### config.mk
export PLATFORM = sky130hd
export DESIGN_NAME = lru_write_back_block_cache
export DESIGN_NICKNAME = d
export VERILOG_FILES = /design/src/lwbc_pkg.sv /design/src/lru_write_back_block_cache.sv /design/src/lwbc_cmp.sv /design/src/lwbc_ctrl.sv
export VERILOG_INCLUDE_DIRS = /design/src /design/src/src
export SDC_FILE = /design/constraint.sdc
export NUM_CORES = 1
export LEC_CHECK = 0
export BUFFER_PORTS_ARGS = -buffer_cell sky130_fd_sc_hd__buf_2
export CAP_MARGIN = 20
export CELL_PAD_IN_SITES_DETAIL_PLACEMENT = 2
export CELL_PAD_IN_SITES_GLOBAL_PLACEMENT = 2
export CORE_MARGIN = 2
export CORE_UTILIZATION = 40
export CTS_BUF_LIST = sky130_fd_sc_hd__clkbuf_8
export DETAILED_ROUTE_END_ITERATION = 8
export PLACE_DENSITY_LB_ADDON = 0.1
export SETUP_SLACK_MARGIN = 0.5
export SYNTH_ARGS = -nofsm -noshare
export SYNTH_HDL_FRONTEND = slang
export SYNTH_SLANG_ARGS = --single-unit
### constraint.sdc
create_clock -name clk -period 5.6 [get_ports clk]
set_input_delay 0.56 -clock clk [delete_from_list [all_inputs] [get_ports clk]]
set_output_delay 0.56 -clock clk [all_outputs]
set_load 0.01 [all_outputs]
### src/lru_write_back_block_cache_assert.svh
// Assertion macros shared by the block cache RTL.
// Each macro checks on the rising edge of clk and stays quiet while rst is high.
`ifndef LRU_WRITE_BACK_BLOCK_CACHE_ASSERT_SVH
`define LRU_WRITE_BACK_BLOCK_CACHE_ASSERT_SVH
`ifndef SYNTHESIS
`define LWBC_ASSERT(lbl, cond, msg) \
  lbl: assert property (@(posedge clk) disable iff (rst) (cond)) else $error(msg);
`define LWBC_ASSERT_IMP(lbl, ante, cons, msg) \
  lbl: assert property (@(posedge clk) disable iff (rst) (ante) |-> (cons)) else $error(msg);
`define LWBC_ASSERT_NXT(lbl, ante, cons, msg) \
  lbl: assert property (@(posedge clk) disable iff (rst) (ante) |=> (cons)) else $error(msg);
`else
`define LWBC_ASSERT(lbl, cond, msg)
`define LWBC_ASSERT_IMP(lbl, ante, cons, msg)
`define LWBC_ASSERT_NXT(lbl, ante, cons, msg)
`endif
`endif

### src/lwbc_pkg.sv
// Types and constants of the LRU write-back block cache.
// No dependencies; every module in the project imports it.
`default_nettype none
package lwbc_pkg;

  localparam int TAG_W  = 32;
  localparam int SLOT_W = 5;
  localparam int RANK_W = 5;
  localparam int AGE_W  = 6;

  // Age that makes every valid entry one older (used on a fill).
  localparam logic [AGE_W-1:0] AGE_FILL = 6'd32;

  typedef enum logic [1:0] {
    FUNC_ACCESS = 2'd0,
    FUNC_MARK   = 2'd1,
    FUNC_SYNC   = 2'd2,
    FUNC_FLUSH  = 2'd3
  } func_t;

  typedef enum logic [2:0] {
    KIND_HIT     = 3'd0,
    KIND_FETCH   = 3'd1,
    KIND_WB      = 3'd2,
    KIND_ROOT    = 3'd3,
    KIND_MARKED  = 3'd4,
    KIND_IGNORED = 3'd5
  } kind_t;

  typedef struct packed {
    func_t             func;
    logic [TAG_W-1:0]  block_id;
  } req_t;

  typedef struct packed {
    kind_t             kind;
    logic [TAG_W-1:0]  block_id_out;
    logic [SLOT_W-1:0] slot;
    logic              root_synced_out;
    logic              last;
  } rsp_t;

  // Flags from the shared compare unit for the entry under the scan index.
  typedef struct packed {
    logic              hit;
    logic              older;
    logic              newer;
    logic              dirty_newer;
    logic [RANK_W-1:0] rank_inc;
  } cmp_t;

  // Result beat offered by the sequencer to the output register.
  typedef struct packed {
    logic valid;
    rsp_t data;
  } emit_t;

  typedef enum logic [3:0] {
    S_IDLE,
    S_LOOKUP,
    S_DECIDE,
    S_MARK,
    S_EV_ROOT,
    S_EV_WB,
    S_TOUCH,
    S_FINISH,
    S_SYNC_SCAN,
    S_SYNC_WB,
    S_SYNC_ROOT
  } state_t;

endpackage
`default_nettype wire

### src/lru_write_back_block_cache.sv
// LRU write-back block cache, tag and policy engine.
//
// Request channel (req_valid/req_ready/req): one beat per operation; func selects
// access, mark dirty, sync, or sync then flush, block_id names the block.
// Response channel (rsp_valid/rsp_ready/rsp): one or more beats per request,
// with last set on the final beat of each request.
// One request is worked at a time; req_ready is high only while the sequencer
// is idle, and may be high while the final beat still waits in rsp.
// Each scan of the slots drives one shared compare unit, one slot per cycle.
// A mark dirty has its beat in rsp after the lookup scan, and an access its hit
// or fetch beat after the lookup scan and a touch scan; a root write or write
// back on eviction follows the lookup scan and delays the fetch beat. A sync
// runs one scan per dirty entry, each followed by its write back, then a last
// scan and the root write. req_ready rises in the cycle after the final beat
// is loaded into rsp.
// A stalled receiver holds the sequencer at its next beat; nothing is dropped.
// Reset empties the cache and clears the synced mark; no clearing pass is run.
// Depends on lwbc_pkg, lwbc_ctrl and lwbc_cmp.
`default_nettype none
module lru_write_back_block_cache #(
  parameter int CACHE_ENTRIES = 32
) (
  input  wire logic           clk,
  input  wire logic           rst,
  input  wire logic           req_valid,
  output logic                req_ready,
  input  wire lwbc_pkg::req_t req,
  output logic                rsp_valid,
  input  wire logic           rsp_ready,
  output lwbc_pkg::rsp_t      rsp
);
  import lwbc_pkg::*;

  logic  out_free;
  logic  rsp_valid_next;
  emit_t emit;

  // the output register takes a beat when empty or drained this cycle
  assign out_free = !rsp_valid || rsp_ready;

  lwbc_ctrl #(
    .CACHE_ENTRIES (CACHE_ENTRIES)
  ) u_ctrl (
    .clk       (clk),
    .rst       (rst),
    .req_valid (req_valid),
    .req_ready (req_ready),
    .req       (req),
    .out_free  (out_free),
    .emit      (emit)
  );

  always_comb begin
    if (emit.valid) begin
      rsp_valid_next = 1'b1;
    end else if (rsp_ready) begin
      rsp_valid_next = 1'b0;
    end else begin
      rsp_valid_next = rsp_valid;
    end
  end

  always_ff @(posedge clk) begin
    if (rst) begin
      rsp_valid <= 1'b0;
    end else begin
      rsp_valid <= rsp_valid_next;
    end
  end

  always_ff @(posedge clk) begin
    if (emit.valid) rsp <= emit.data;
  end

endmodule
`default_nettype wire

### src/lwbc_cmp.sv
// Shared compare unit: tag match, age compare, victim compare and rank increment
// for one cache entry. Depends on lwbc_pkg.
`default_nettype none
module lwbc_cmp (
  input  wire logic [lwbc_pkg::TAG_W-1:0]  key,
  input  wire logic [lwbc_pkg::TAG_W-1:0]  tag,
  input  wire logic                        valid,
  input  wire logic                        dirty,
  input  wire logic [lwbc_pkg::RANK_W-1:0] rank,
  input  wire logic [lwbc_pkg::AGE_W-1:0]  age,
  input  wire logic                        best_found,
  input  wire logic [lwbc_pkg::RANK_W-1:0] best_rank,
  output lwbc_pkg::cmp_t                   res
);
  import lwbc_pkg::*;

  logic newer;

  assign newer = valid && (!best_found || (rank > best_rank));

  always_comb begin
    res.hit         = valid && (tag == key);
    res.older       = valid && ({1'b0, rank} < age);
    res.newer       = newer;
    res.dirty_newer = newer && dirty;
    res.rank_inc    = rank + RANK_W'(1);
  end

endmodule
`default_nettype wire

### src/lwbc_ctrl.sv
// Sequencer of the block cache: tag and rank stores, valid and dirty bits, and the
// scans that drive the shared compare unit. Depends on lwbc_pkg and lwbc_cmp.
`default_nettype none
module lwbc_ctrl #(
  parameter int CACHE_ENTRIES = 32
) (
  input  wire logic           clk,
  input  wire logic           rst,
  input  wire logic           req_valid,
  output logic                req_ready,
  input  wire lwbc_pkg::req_t req,
  input  wire logic           out_free,
  output lwbc_pkg::emit_t     emit
);
  import lwbc_pkg::*;

  localparam int IW = $clog2(CACHE_ENTRIES);
  localparam int CW = $clog2(CACHE_ENTRIES + 1);
  localparam logic [IW-1:0] IDX_LAST = IW'(CACHE_ENTRIES - 1);

  state_t state, state_next;

  logic [TAG_W-1:0]  tag_mem  [CACHE_ENTRIES];
  logic [RANK_W-1:0] rank_mem [CACHE_ENTRIES];
  logic [CACHE_ENTRIES-1:0] valid_bits;
  logic [CACHE_ENTRIES-1:0] dirty_bits;
  logic [CW-1:0] entry_count;
  logic          root_synced;

  func_t            func;
  logic [TAG_W-1:0] key;
  logic [IW-1:0]    idx;
  logic [IW-1:0]    tgt;
  logic [AGE_W-1:0] age;
  logic             fill;
  logic             hit_found;
  logic [IW-1:0]    hit_slot;
  logic             free_found;
  logic [IW-1:0]    free_slot;
  logic              best_found;
  logic [IW-1:0]     best_slot;
  logic [RANK_W-1:0] best_rank;
  logic              best_dirty;
  logic [TAG_W-1:0]  best_tag;

  logic [TAG_W-1:0]  tag_rd;
  logic [RANK_W-1:0] rank_rd;
  logic              scan_last;
  cmp_t              cmp;

  assign tag_rd    = tag_mem[idx];
  assign rank_rd   = rank_mem[idx];
  assign scan_last = (idx == IDX_LAST);

  lwbc_cmp u_cmp (
    .key        (key),
    .tag        (tag_rd),
    .valid      (valid_bits[idx]),
    .dirty      (dirty_bits[idx]),
    .rank       (rank_rd),
    .age        (age),
    .best_found (best_found),
    .best_rank  (best_rank),
    .res        (cmp)
  );

  // Next state
  always_comb begin
    state_next = state;
    unique case (state)
      S_IDLE: begin
        if (req_valid) begin
          if (req.func == FUNC_ACCESS || req.func == FUNC_MARK) begin
            state_next = S_LOOKUP;
          end else begin
            state_next = S_SYNC_SCAN;
          end
        end
      end
      S_LOOKUP: begin
        if (scan_last) state_next = S_DECIDE;
      end
      S_DECIDE: begin
        if (func == FUNC_MARK) begin
          state_next = S_MARK;
        end else if (hit_found || free_found || !best_dirty) begin
          state_next = S_TOUCH;
        end else if (root_synced) begin
          state_next = S_EV_ROOT;
        end else begin
          state_next = S_EV_WB;
        end
      end
      S_MARK: begin
        if (out_free) state_next = S_IDLE;
      end
      S_EV_ROOT: begin
        if (out_free) state_next = S_EV_WB;
      end
      S_EV_WB: begin
        if (out_free) state_next = S_TOUCH;
      end
      S_TOUCH: begin
        if (scan_last) state_next = S_FINISH;
      end
      S_FINISH: begin
        if (out_free) state_next = S_IDLE;
      end
      S_SYNC_SCAN: begin
        if (scan_last) begin
          state_next = (best_found || cmp.dirty_newer) ? S_SYNC_WB : S_SYNC_ROOT;
        end
      end
      S_SYNC_WB: begin
        if (out_free) state_next = S_SYNC_SCAN;
      end
      S_SYNC_ROOT: begin
        if (out_free) state_next = S_IDLE;
      end
      default: state_next = S_IDLE;
    endcase
  end

  // Outputs
  always_comb begin
    req_ready = (state == S_IDLE);
    emit      = '0;
    unique case (state)
      S_MARK: begin
        emit.valid             = out_free;
        emit.data.kind         = hit_found ? KIND_MARKED : KIND_IGNORED;
        emit.data.block_id_out = key;
        emit.data.slot         = hit_found ? SLOT_W'(hit_slot) : '0;
        emit.data.last         = 1'b1;
      end
      S_EV_ROOT: begin
        emit.valid     = out_free;
        emit.data.kind = KIND_ROOT;
      end
      S_EV_WB, S_SYNC_WB: begin
        emit.valid             = out_free;
        emit.data.kind         = KIND_WB;
        emit.data.block_id_out = best_tag;
        emit.data.slot         = SLOT_W'(best_slot);
      end
      S_FINISH: begin
        emit.valid             = out_free;
        emit.data.kind         = hit_found ? KIND_HIT : KIND_FETCH;
        emit.data.block_id_out = key;
        emit.data.slot         = SLOT_W'(tgt);
        emit.data.last         = 1'b1;
      end
      S_SYNC_ROOT: begin
        emit.valid                = out_free;
        emit.data.kind            = KIND_ROOT;
        emit.data.root_synced_out = 1'b1;
        emit.data.last            = 1'b1;
      end
      default: ;
    endcase
  end

  always_ff @(posedge clk) begin
    if (rst) begin
      state <= S_IDLE;
    end else begin
      state <= state_next;
    end
  end

  // Valid, dirty, fill count and synced mark
  always_ff @(posedge clk) begin
    if (rst) begin
      valid_bits  <= '0;
      dirty_bits  <= '0;
      entry_count <= '0;
      root_synced <= 1'b0;
    end else begin
      case (state)
        S_MARK: begin
          if (out_free && hit_found) dirty_bits[hit_slot] <= 1'b1;
        end
        S_EV_ROOT: begin
          if (out_free) root_synced <= 1'b0;
        end
        S_EV_WB: begin
          if (out_free) dirty_bits[tgt] <= 1'b0;
        end
        S_FINISH: begin
          if (out_free && fill) begin
            valid_bits[tgt] <= 1'b1;
            dirty_bits[tgt] <= 1'b0;
            entry_count     <= entry_count + CW'(1);
          end
        end
        S_SYNC_WB: begin
          if (out_free) dirty_bits[best_slot] <= 1'b0;
        end
        S_SYNC_ROOT: begin
          if (out_free) begin
            root_synced <= 1'b1;
            if (func == FUNC_FLUSH) begin
              valid_bits  <= '0;
              dirty_bits  <= '0;
              entry_count <= '0;
            end
          end
        end
        default: ;
      endcase
    end
  end

  // Scan index and per-item working registers
  always_ff @(posedge clk) begin
    case (state)
      S_IDLE: begin
        if (req_valid) begin
          func       <= req.func;
          key        <= req.block_id;
          idx        <= '0;
          hit_found  <= 1'b0;
          free_found <= 1'b0;
          best_found <= 1'b0;
        end
      end
      S_LOOKUP: begin
        if (cmp.hit && !hit_found) begin
          hit_found <= 1'b1;
          hit_slot  <= idx;
          age       <= {1'b0, rank_rd};
        end
        if (!valid_bits[idx] && !free_found) begin
          free_found <= 1'b1;
          free_slot  <= idx;
        end
        if (cmp.newer) begin
          best_found <= 1'b1;
          best_slot  <= idx;
          best_rank  <= rank_rd;
          best_dirty <= dirty_bits[idx];
          best_tag   <= tag_rd;
        end
        idx <= scan_last ? '0 : idx + IW'(1);
      end
      S_DECIDE: begin
        idx  <= '0;
        fill <= 1'b0;
        if (hit_found) begin
          tgt <= hit_slot;
        end else if (free_found) begin
          tgt  <= free_slot;
          age  <= AGE_FILL;
          fill <= 1'b1;
        end else begin
          tgt <= best_slot;
          age <= {1'b0, best_rank};
        end
      end
      S_TOUCH: begin
        idx <= scan_last ? '0 : idx + IW'(1);
      end
      S_SYNC_SCAN: begin
        // oldest dirty entry wins; ranks of valid entries are distinct
        if (cmp.dirty_newer) begin
          best_found <= 1'b1;
          best_slot  <= idx;
          best_rank  <= rank_rd;
          best_tag   <= tag_rd;
        end
        idx <= scan_last ? '0 : idx + IW'(1);
      end
      S_SYNC_WB: begin
        if (out_free) begin
          best_found <= 1'b0;
          idx        <= '0;
        end
      end
      default: ;
    endcase
  end

  // Tag and rank stores
  always_ff @(posedge clk) begin
    case (state)
      S_TOUCH: begin
        if (cmp.older && idx != tgt) rank_mem[idx] <= cmp.rank_inc;
      end
      S_FINISH: begin
        if (out_free) begin
          rank_mem[tgt] <= '0;
          if (!hit_found) tag_mem[tgt] <= key;
        end
      end
      default: ;
    endcase
  end

`include "lru_write_back_block_cache_assert.svh"
  `LWBC_ASSERT(a_count_bound, int'(entry_count) <= CACHE_ENTRIES, "entry count overflow")
  `LWBC_ASSERT(a_count_match, $countones(valid_bits) == int'(entry_count), "count mismatch")
  `LWBC_ASSERT(a_dirty_valid, (dirty_bits & ~valid_bits) == '0, "dirty bit on invalid slot")
  `LWBC_ASSERT_NXT(a_last_idle, emit.valid && emit.data.last, state == S_IDLE, "no idle after last")

endmodule
`default_nettype wire

* Yosys cells after proc, flatten, opt, wreduce, memory -nomap -nowiden
Memory sizes are Yosys's and may differ from the RTL's. A register that Yosys moved wholly into a read port is not among the register bits. Index checks and enable logic that the tools add are counted.
Storage, ports and cells: RAM bits 1184, bits of input ports 38, output and inout bits 44, memories 2, word-level logic and storage cells 219, register bits after elaboration 219
Memory list:
- u_ctrl.tag_mem | depth 32, width 32, rd ports 1, clocked after Yosys merged registers in 1, write ports 1, line lwbc_ctrl.sv:23 | logic [TAG_W-1:0] tag_mem [CACHE_ENTRIES];
- u_ctrl.rank_mem | depth 32, width 5, rd ports 1, clocked after Yosys merged registers in 1, write ports 1, line lwbc_ctrl.sv:24 | logic [RANK_W-1:0] rank_mem [CACHE_ENTRIES];
Cells by class: muxes and demuxes 88, bitwise gates (word level) 6, eq/ne operators 33, reductions and logical operators 54, magnitude comparators 9, add/sub/neg operators 2
Operator list (count):
- 32-bit 2-to-1 mux | 9
- 32-bit one-hot mux with 5 select lines | 1
- 32-bit one-hot mux with 2 select lines | 2
- 37-bit one-hot mux with 3 select lines | 1
- 5-bit 2-to-1 mux | 14
- 32-bit AND | 2
- 32-bit inverter | 2
- 32-bit bitwise OR | 2
- 4-bit 2-to-1 mux | 11
- 4-bit one-hot mux with 9 select lines | 1
- 32-bit equality test | 1
- 1-bit 2-to-1 mux | 31
- 2-bit by 1-bit != test with 1-bit output, second input constant | 14
- 5-bit by 6-bit < comparator with 1-bit output, second input constant | 4
- 5-bit one-hot mux with 2 select lines | 2
- 5-bit one-hot mux with 4 select lines | 1
- 6-bit 2-to-1 mux | 3
- 3-bit AND reduction | 6
- 4-bit by 3-bit equality test with 1-bit output, second input constant | 4
- 4-bit one-hot mux with 4 select lines | 1
- 1-bit demux with 5-bit select | 3
- 5-bit by 1-bit >= comparator with 1-bit output, second input constant | 3
- 4-bit equality test, second input constant | 3
- 1-bit logical AND | 12
- other kinds (30) | 59

* Logic depth before layout (Yosys ltp)
depth in word-level cells 8, mapped depth 19, gate-level depth less buffers 13

* Hierarchy
From an unflattened synthesis, not the netlist that was laid out.
Second synthesis, totals: cells, all modules 2706, area, all modules 55662.1 um^2
By module, submodules not included:
- lwbc_ctrl | cells each 2574, instances 1, area an instance 53691.5 um^2, sequential area each 40248.6 um^2
- lru_write_back_block_cache | cells each 46, instances 1, area an instance 1307.5 um^2, sequential area each 1281.2 um^2
- lwbc_cmp | cells each 86, instances 1, area an instance 663.1 um^2, sequential area each 0.0 um^2

* Least setup slack after synthesis
OpenSTA, ideal clock, no wires.
path type register -> register, start point register u_ctrl.state[3], end point memory u_ctrl.tag_mem[22][0] (enable), required time 5099 ps, stages on the path, launching flop included 8, slack 59 ps, setup time 501 ps, buffers on the path 2, data arrival time 5040 ps, cell sequence dfxtp_1 > clkbuf_1 > inv_1 > nand2_1 > nor3_1 > nand2b_1 > clkbuf_1 > nor4_1
On the way: cells in the longest elaborated chain, start to end 3
RTL lines:
- start: declaration | line lwbc_ctrl.sv:21 | state_t state, state_next;
- start signal: assignment | line lwbc_ctrl.sv:167 | state <= state_next;
- 4-bit by 3-bit equality test with 1-bit output | line lwbc_ctrl.sv:285 | case (state)
- 1-bit 2-to-1 mux | line lwbc_ctrl.sv:285
- 1-bit 2-to-1 mux (not written as such) | line lwbc_ctrl.sv:292 | if (!hit_found) tag_mem[tgt] <= key;
- end: declaration | line lwbc_ctrl.sv:23
Every way passes these cells.

==> metrics.md <==
| Metric | Value |
|---|---|
| Status | finished clean |
| Syn Nets | 3062 |
| Critical Path RT | 6220 ps |
| Final Skew | 58.36 ps |
| Post-synth top area share | 71.13% |
| H-tree depth | 4 |
| Post-DP HPWL | 102400 um |
| Slew @ Worst Pin | 1126 ps |
| Vias in the first global route | 34130 |
| Post-synth top cells | 1333 x edfxtp_1, 265 x mux4_2, 163 x mux2i_1 |
| Crit end category | flop |
| Power Dens Cells | 461.4 nW/um^2 |
| Final hold violation count | 0 |
| Max Clock Freq | 0.2039 GHz |
| Largest family of logic cells by synthesized area | multiplexers |
| YS warnings | 0 |
| Maximum VDD drop | 480.5 uV |
| R2R Setup Slk | 700 ps |
| Max-Cap Viols | 0 |
| DIE HEIGHT | 379.1 um |
| Cell variety after synth | 80 |
| Static leakage | 20.44 nW |
| Via-per-instance ratio | 5.890 |
| Placed Area | 59760 sq um |
| Setup Crit Path Kind | flop to flop |
| Finish-stage setup viols | 0 |
| Aggregate global-route resource usage | 26.16% |
| Port Buffers | 81 |
| Worst endpoint data arrival time | 5520 ps |
| Worst slew margin relative to its limit | 24.87% |
| RSZ-0062 raised after global routing | no |
| Final ANT Viol Nets | 0 |
| Simple logic cell fraction of the synthesized area | 4.160% |
| Post-synthesis mux area share | 14.06% |
| Sequential share of the synthesized area | 73.80% |
| Max-slew violation count | 0 |
| Syn-to-layout area delta | 14.62% |
| Num rows | 137 |
| Synthesized instance count | 3012 |
| Initial antenna violation count | 6 |
| Drt total wl | 186700 um |
| Wirelength per Cell | 34.67 um |
| Drt first pass iters | 5 |
| Vias | 31710 |
| Final instance area | 64500 sq um |
| Worst Reg2Reg Path Length in Cells | 10 |
| Root buffer cell | clkbuf_8 |
| FFs w/ async S/R, synth | 0% |
| DRC Markers | 0 |
| Setup tns final | 0 ps |
| Yosys top cell by area | edfxtp_1 |
| CTS Sinks | 1408 |
| Final min period | 4904 ps |
| Post CTS Setup Buffer Count | 0 |
| Seq cells post-synth | 1408 |
| Die Wd | 379.1 um |
| Post-Synth XOR/XNOR Area | 0.5447% |
| CP startpoint kind | flop |
| Clk slew on worst S/H paths | 60 ps |
| DIE AREA | 143700 sq um |
| Most instantiated library cell after synthesis | edfxtp_1 |
| CTS tree | built |
| Period utilization | 87.56% |
| Worst-path maximum fanout | 41 |
| Post-Syn Area | 56280 sq um |
| Synth Area in Adders | 0.2668% |
| Largest net degree at the start of global routing | 69 |
| Clock tree buffer depth | 3 |
| Number of CTS-inserted buffers | 232 |
| Area contributors post-synth | edfxtp_1 71%, mux4_2 11%, mux2i_1 2.9% |
| Top FF cell, synth | edfxtp_1 |
| Worst skew pair latency | 960 ps |
| Iteration-0 DRC count of the detailed router | 2991 |
| Post-synth EDFFs | 1333 |
| HP Class | primary input to flop |
| Placer Congestion | 0.7873 |
| Synth Area in Compound Gates | 5.163% |
| Layout cells sized above 1 | 24.71% |
| First-pass GRT wire length | 263700 um |
| Grt ovf | 0 |
| Capture point of the worst path | u_ctrl.age[4] |
| Io pins | 82 |
| Starting Density | 40.33% |
| Nets | 3361 |
| FF-to-FF End | u_ctrl.age[4] |
| Avg Inst Size Synth | 18.68 sq um |
| Core footprint | 139500 sq um |
==> metal layers <==
metal / part of all wire, % / track usage [%]
met5: 0 / 0
met4: 2.5 / 7.630
met3: 5.4 / 4.350
met2: 50 / 43.63
met1: 43 / 35.31
==> through the flow <==
stage / hold WS [ps] / worst slack, ps / cells / total power, mW / utilization [%]
4_1_cts: 100.4 / 515.2 / 5377 / 30.03 / 46.16
2_1_floorplan: 431.5 / 58.52 / 3012 / 18.29 / -
6_report: 178.0 / 696.4 / 5384 / 29.76 / 46.23
3_3_place_gp: 443.1 / 582.3 / 4912 / 21.07 / 42.81
5_1_grt: 135.9 / 501.3 / 5384 / 30.94 / 46.23
3_5_place_dp: 463.3 / 583.9 / 4915 / 21.37 / 42.83
==> state kept, by name, indices dropped and copies added (netlist names), named ones only <==
name and count:
rsp 42, rsp_valid 1, u_ctrl.age 6, u_ctrl.best_dirty 1, u_ctrl.best_found 1, u_ctrl.best_rank 5, u_ctrl.best_slot 5, u_ctrl.best_tag 32
u_ctrl.dirty_bits 32, u_ctrl.fill 1, u_ctrl.free_found 1, u_ctrl.free_slot 5, u_ctrl.func 2, u_ctrl.hit_found 1, u_ctrl.hit_slot 5, u_ctrl.idx 5
u_ctrl.key 32, u_ctrl.rank_mem 160, u_ctrl.root_synced 1, u_ctrl.state 4, u_ctrl.tag_mem 1024, u_ctrl.tgt 5, u_ctrl.valid_bits 32
==> worst min path at each step <==
| stage | start | to | slack, ps | depth (start not counted) |
|---|---|---|---|---|
| 3_5_place_dp | u_ctrl.valid_bits[20] | u_ctrl.valid_bits[20] | 460 | 2 |
| 2_1_floorplan | u_ctrl.valid_bits[26] | u_ctrl.valid_bits[26] | 430 | 2 |
| 5_1_grt | req_valid | u_ctrl.free_found | 140 | 3 |
| 6_report | req_valid | u_ctrl.free_found | 180 | 3 |
| 3_3_place_gp | u_ctrl.valid_bits[23] | u_ctrl.valid_bits[23] | 440 | 2 |
| 4_1_cts | req_valid | u_ctrl.hit_found | 100 | 3 |
==> worst max-delay path: stages, from the launching register on <==
cell	delay (ps)
dfxtp_4	720
buf_4	580
nor2b_2	290
a22oi_1	280
a21oi_1	140
nor4_1	530
xor2_1	210
a2111oi_0	850
nand4_1	490
o21ai_1	270
buf_4	180
==> repair_timing <==
action                                  in CTS  in global routing
gates resized for setup                      0                  1
endpoints found under the hold margin       35                  0
endpoints found under the setup margin       0                 11
hold buffers                                34                  0
==> cells by family after synthesis <==
| logic type | after synthesis |
|---|---|
| flip-flops | 1408 |
| AND/OR/NAND/NOR | 478 |
| multiplexers | 448 |
| AO/OA/AOI/OAI | 400 |
| buffers and inverters | 231 |
| XOR/XNOR | 35 |
| adder cells (fa/ha/maj) | 12 |
==> cells in the final DEF (no fill, tap or decap), types with 13 or more instances in the layout <==
| cell type | n |
|---|---|
| a211oi_1 | 40 |
| a21oi_1 | 77 |
| a22o_1 | 35 |
| a22oi_1 | 67 |
| a31oi_1 | 32 |
| and2_1 | 22 |
| buf_12 | 32 |
| buf_2 | 82 |
| buf_4 | 105 |
| clkbuf_8 | 237 |
| clkinv_1 | 73 |
| clkinv_2 | 26 |
| dfxtp_1 | 70 |
| dlygate4sd3_1 | 34 |
| edfxtp_1 | 1333 |
| inv_1 | 104 |
| mux2_2 | 13 |
| mux2i_1 | 163 |
| mux4_2 | 265 |
| nand2_1 | 112 |
| nand2b_1 | 18 |
| nand3_1 | 59 |
| nor2_1 | 110 |
| nor2_4 | 16 |
| nor2b_1 | 18 |
| nor3_1 | 21 |
| nor3_2 | 13 |
| o21ai_0 | 29 |
| o311ai_0 | 32 |
| xnor2_1 | 20 |
| xor2_1 | 15 |
==> final cells by class <==
type	count	area [sq um]
diodes	3	7.507
clock buffers	237	3262
clock inverters	191	1051
fillers	12720	75030
inverters	40	150.1
multi-input cells	1373	13890
flip-flops and latches	1408	41550
well taps	1876	2347
repair buffers	256	2250
==> report_power, final <==
| part | internal [mW] | leakage, nW | switching (mW) | total, mW |
|---|---|---|---|---|
| combinational | 2.63 | 5.35 | 4.75 | 7.38 |
| sequential | 13.2 | 12.6 | 0.583 | 13.8 |
| clock | 4.30 | 2.46 | 4.31 | 8.62 |
No activity file was read; power rests on OpenSTA's default activity.
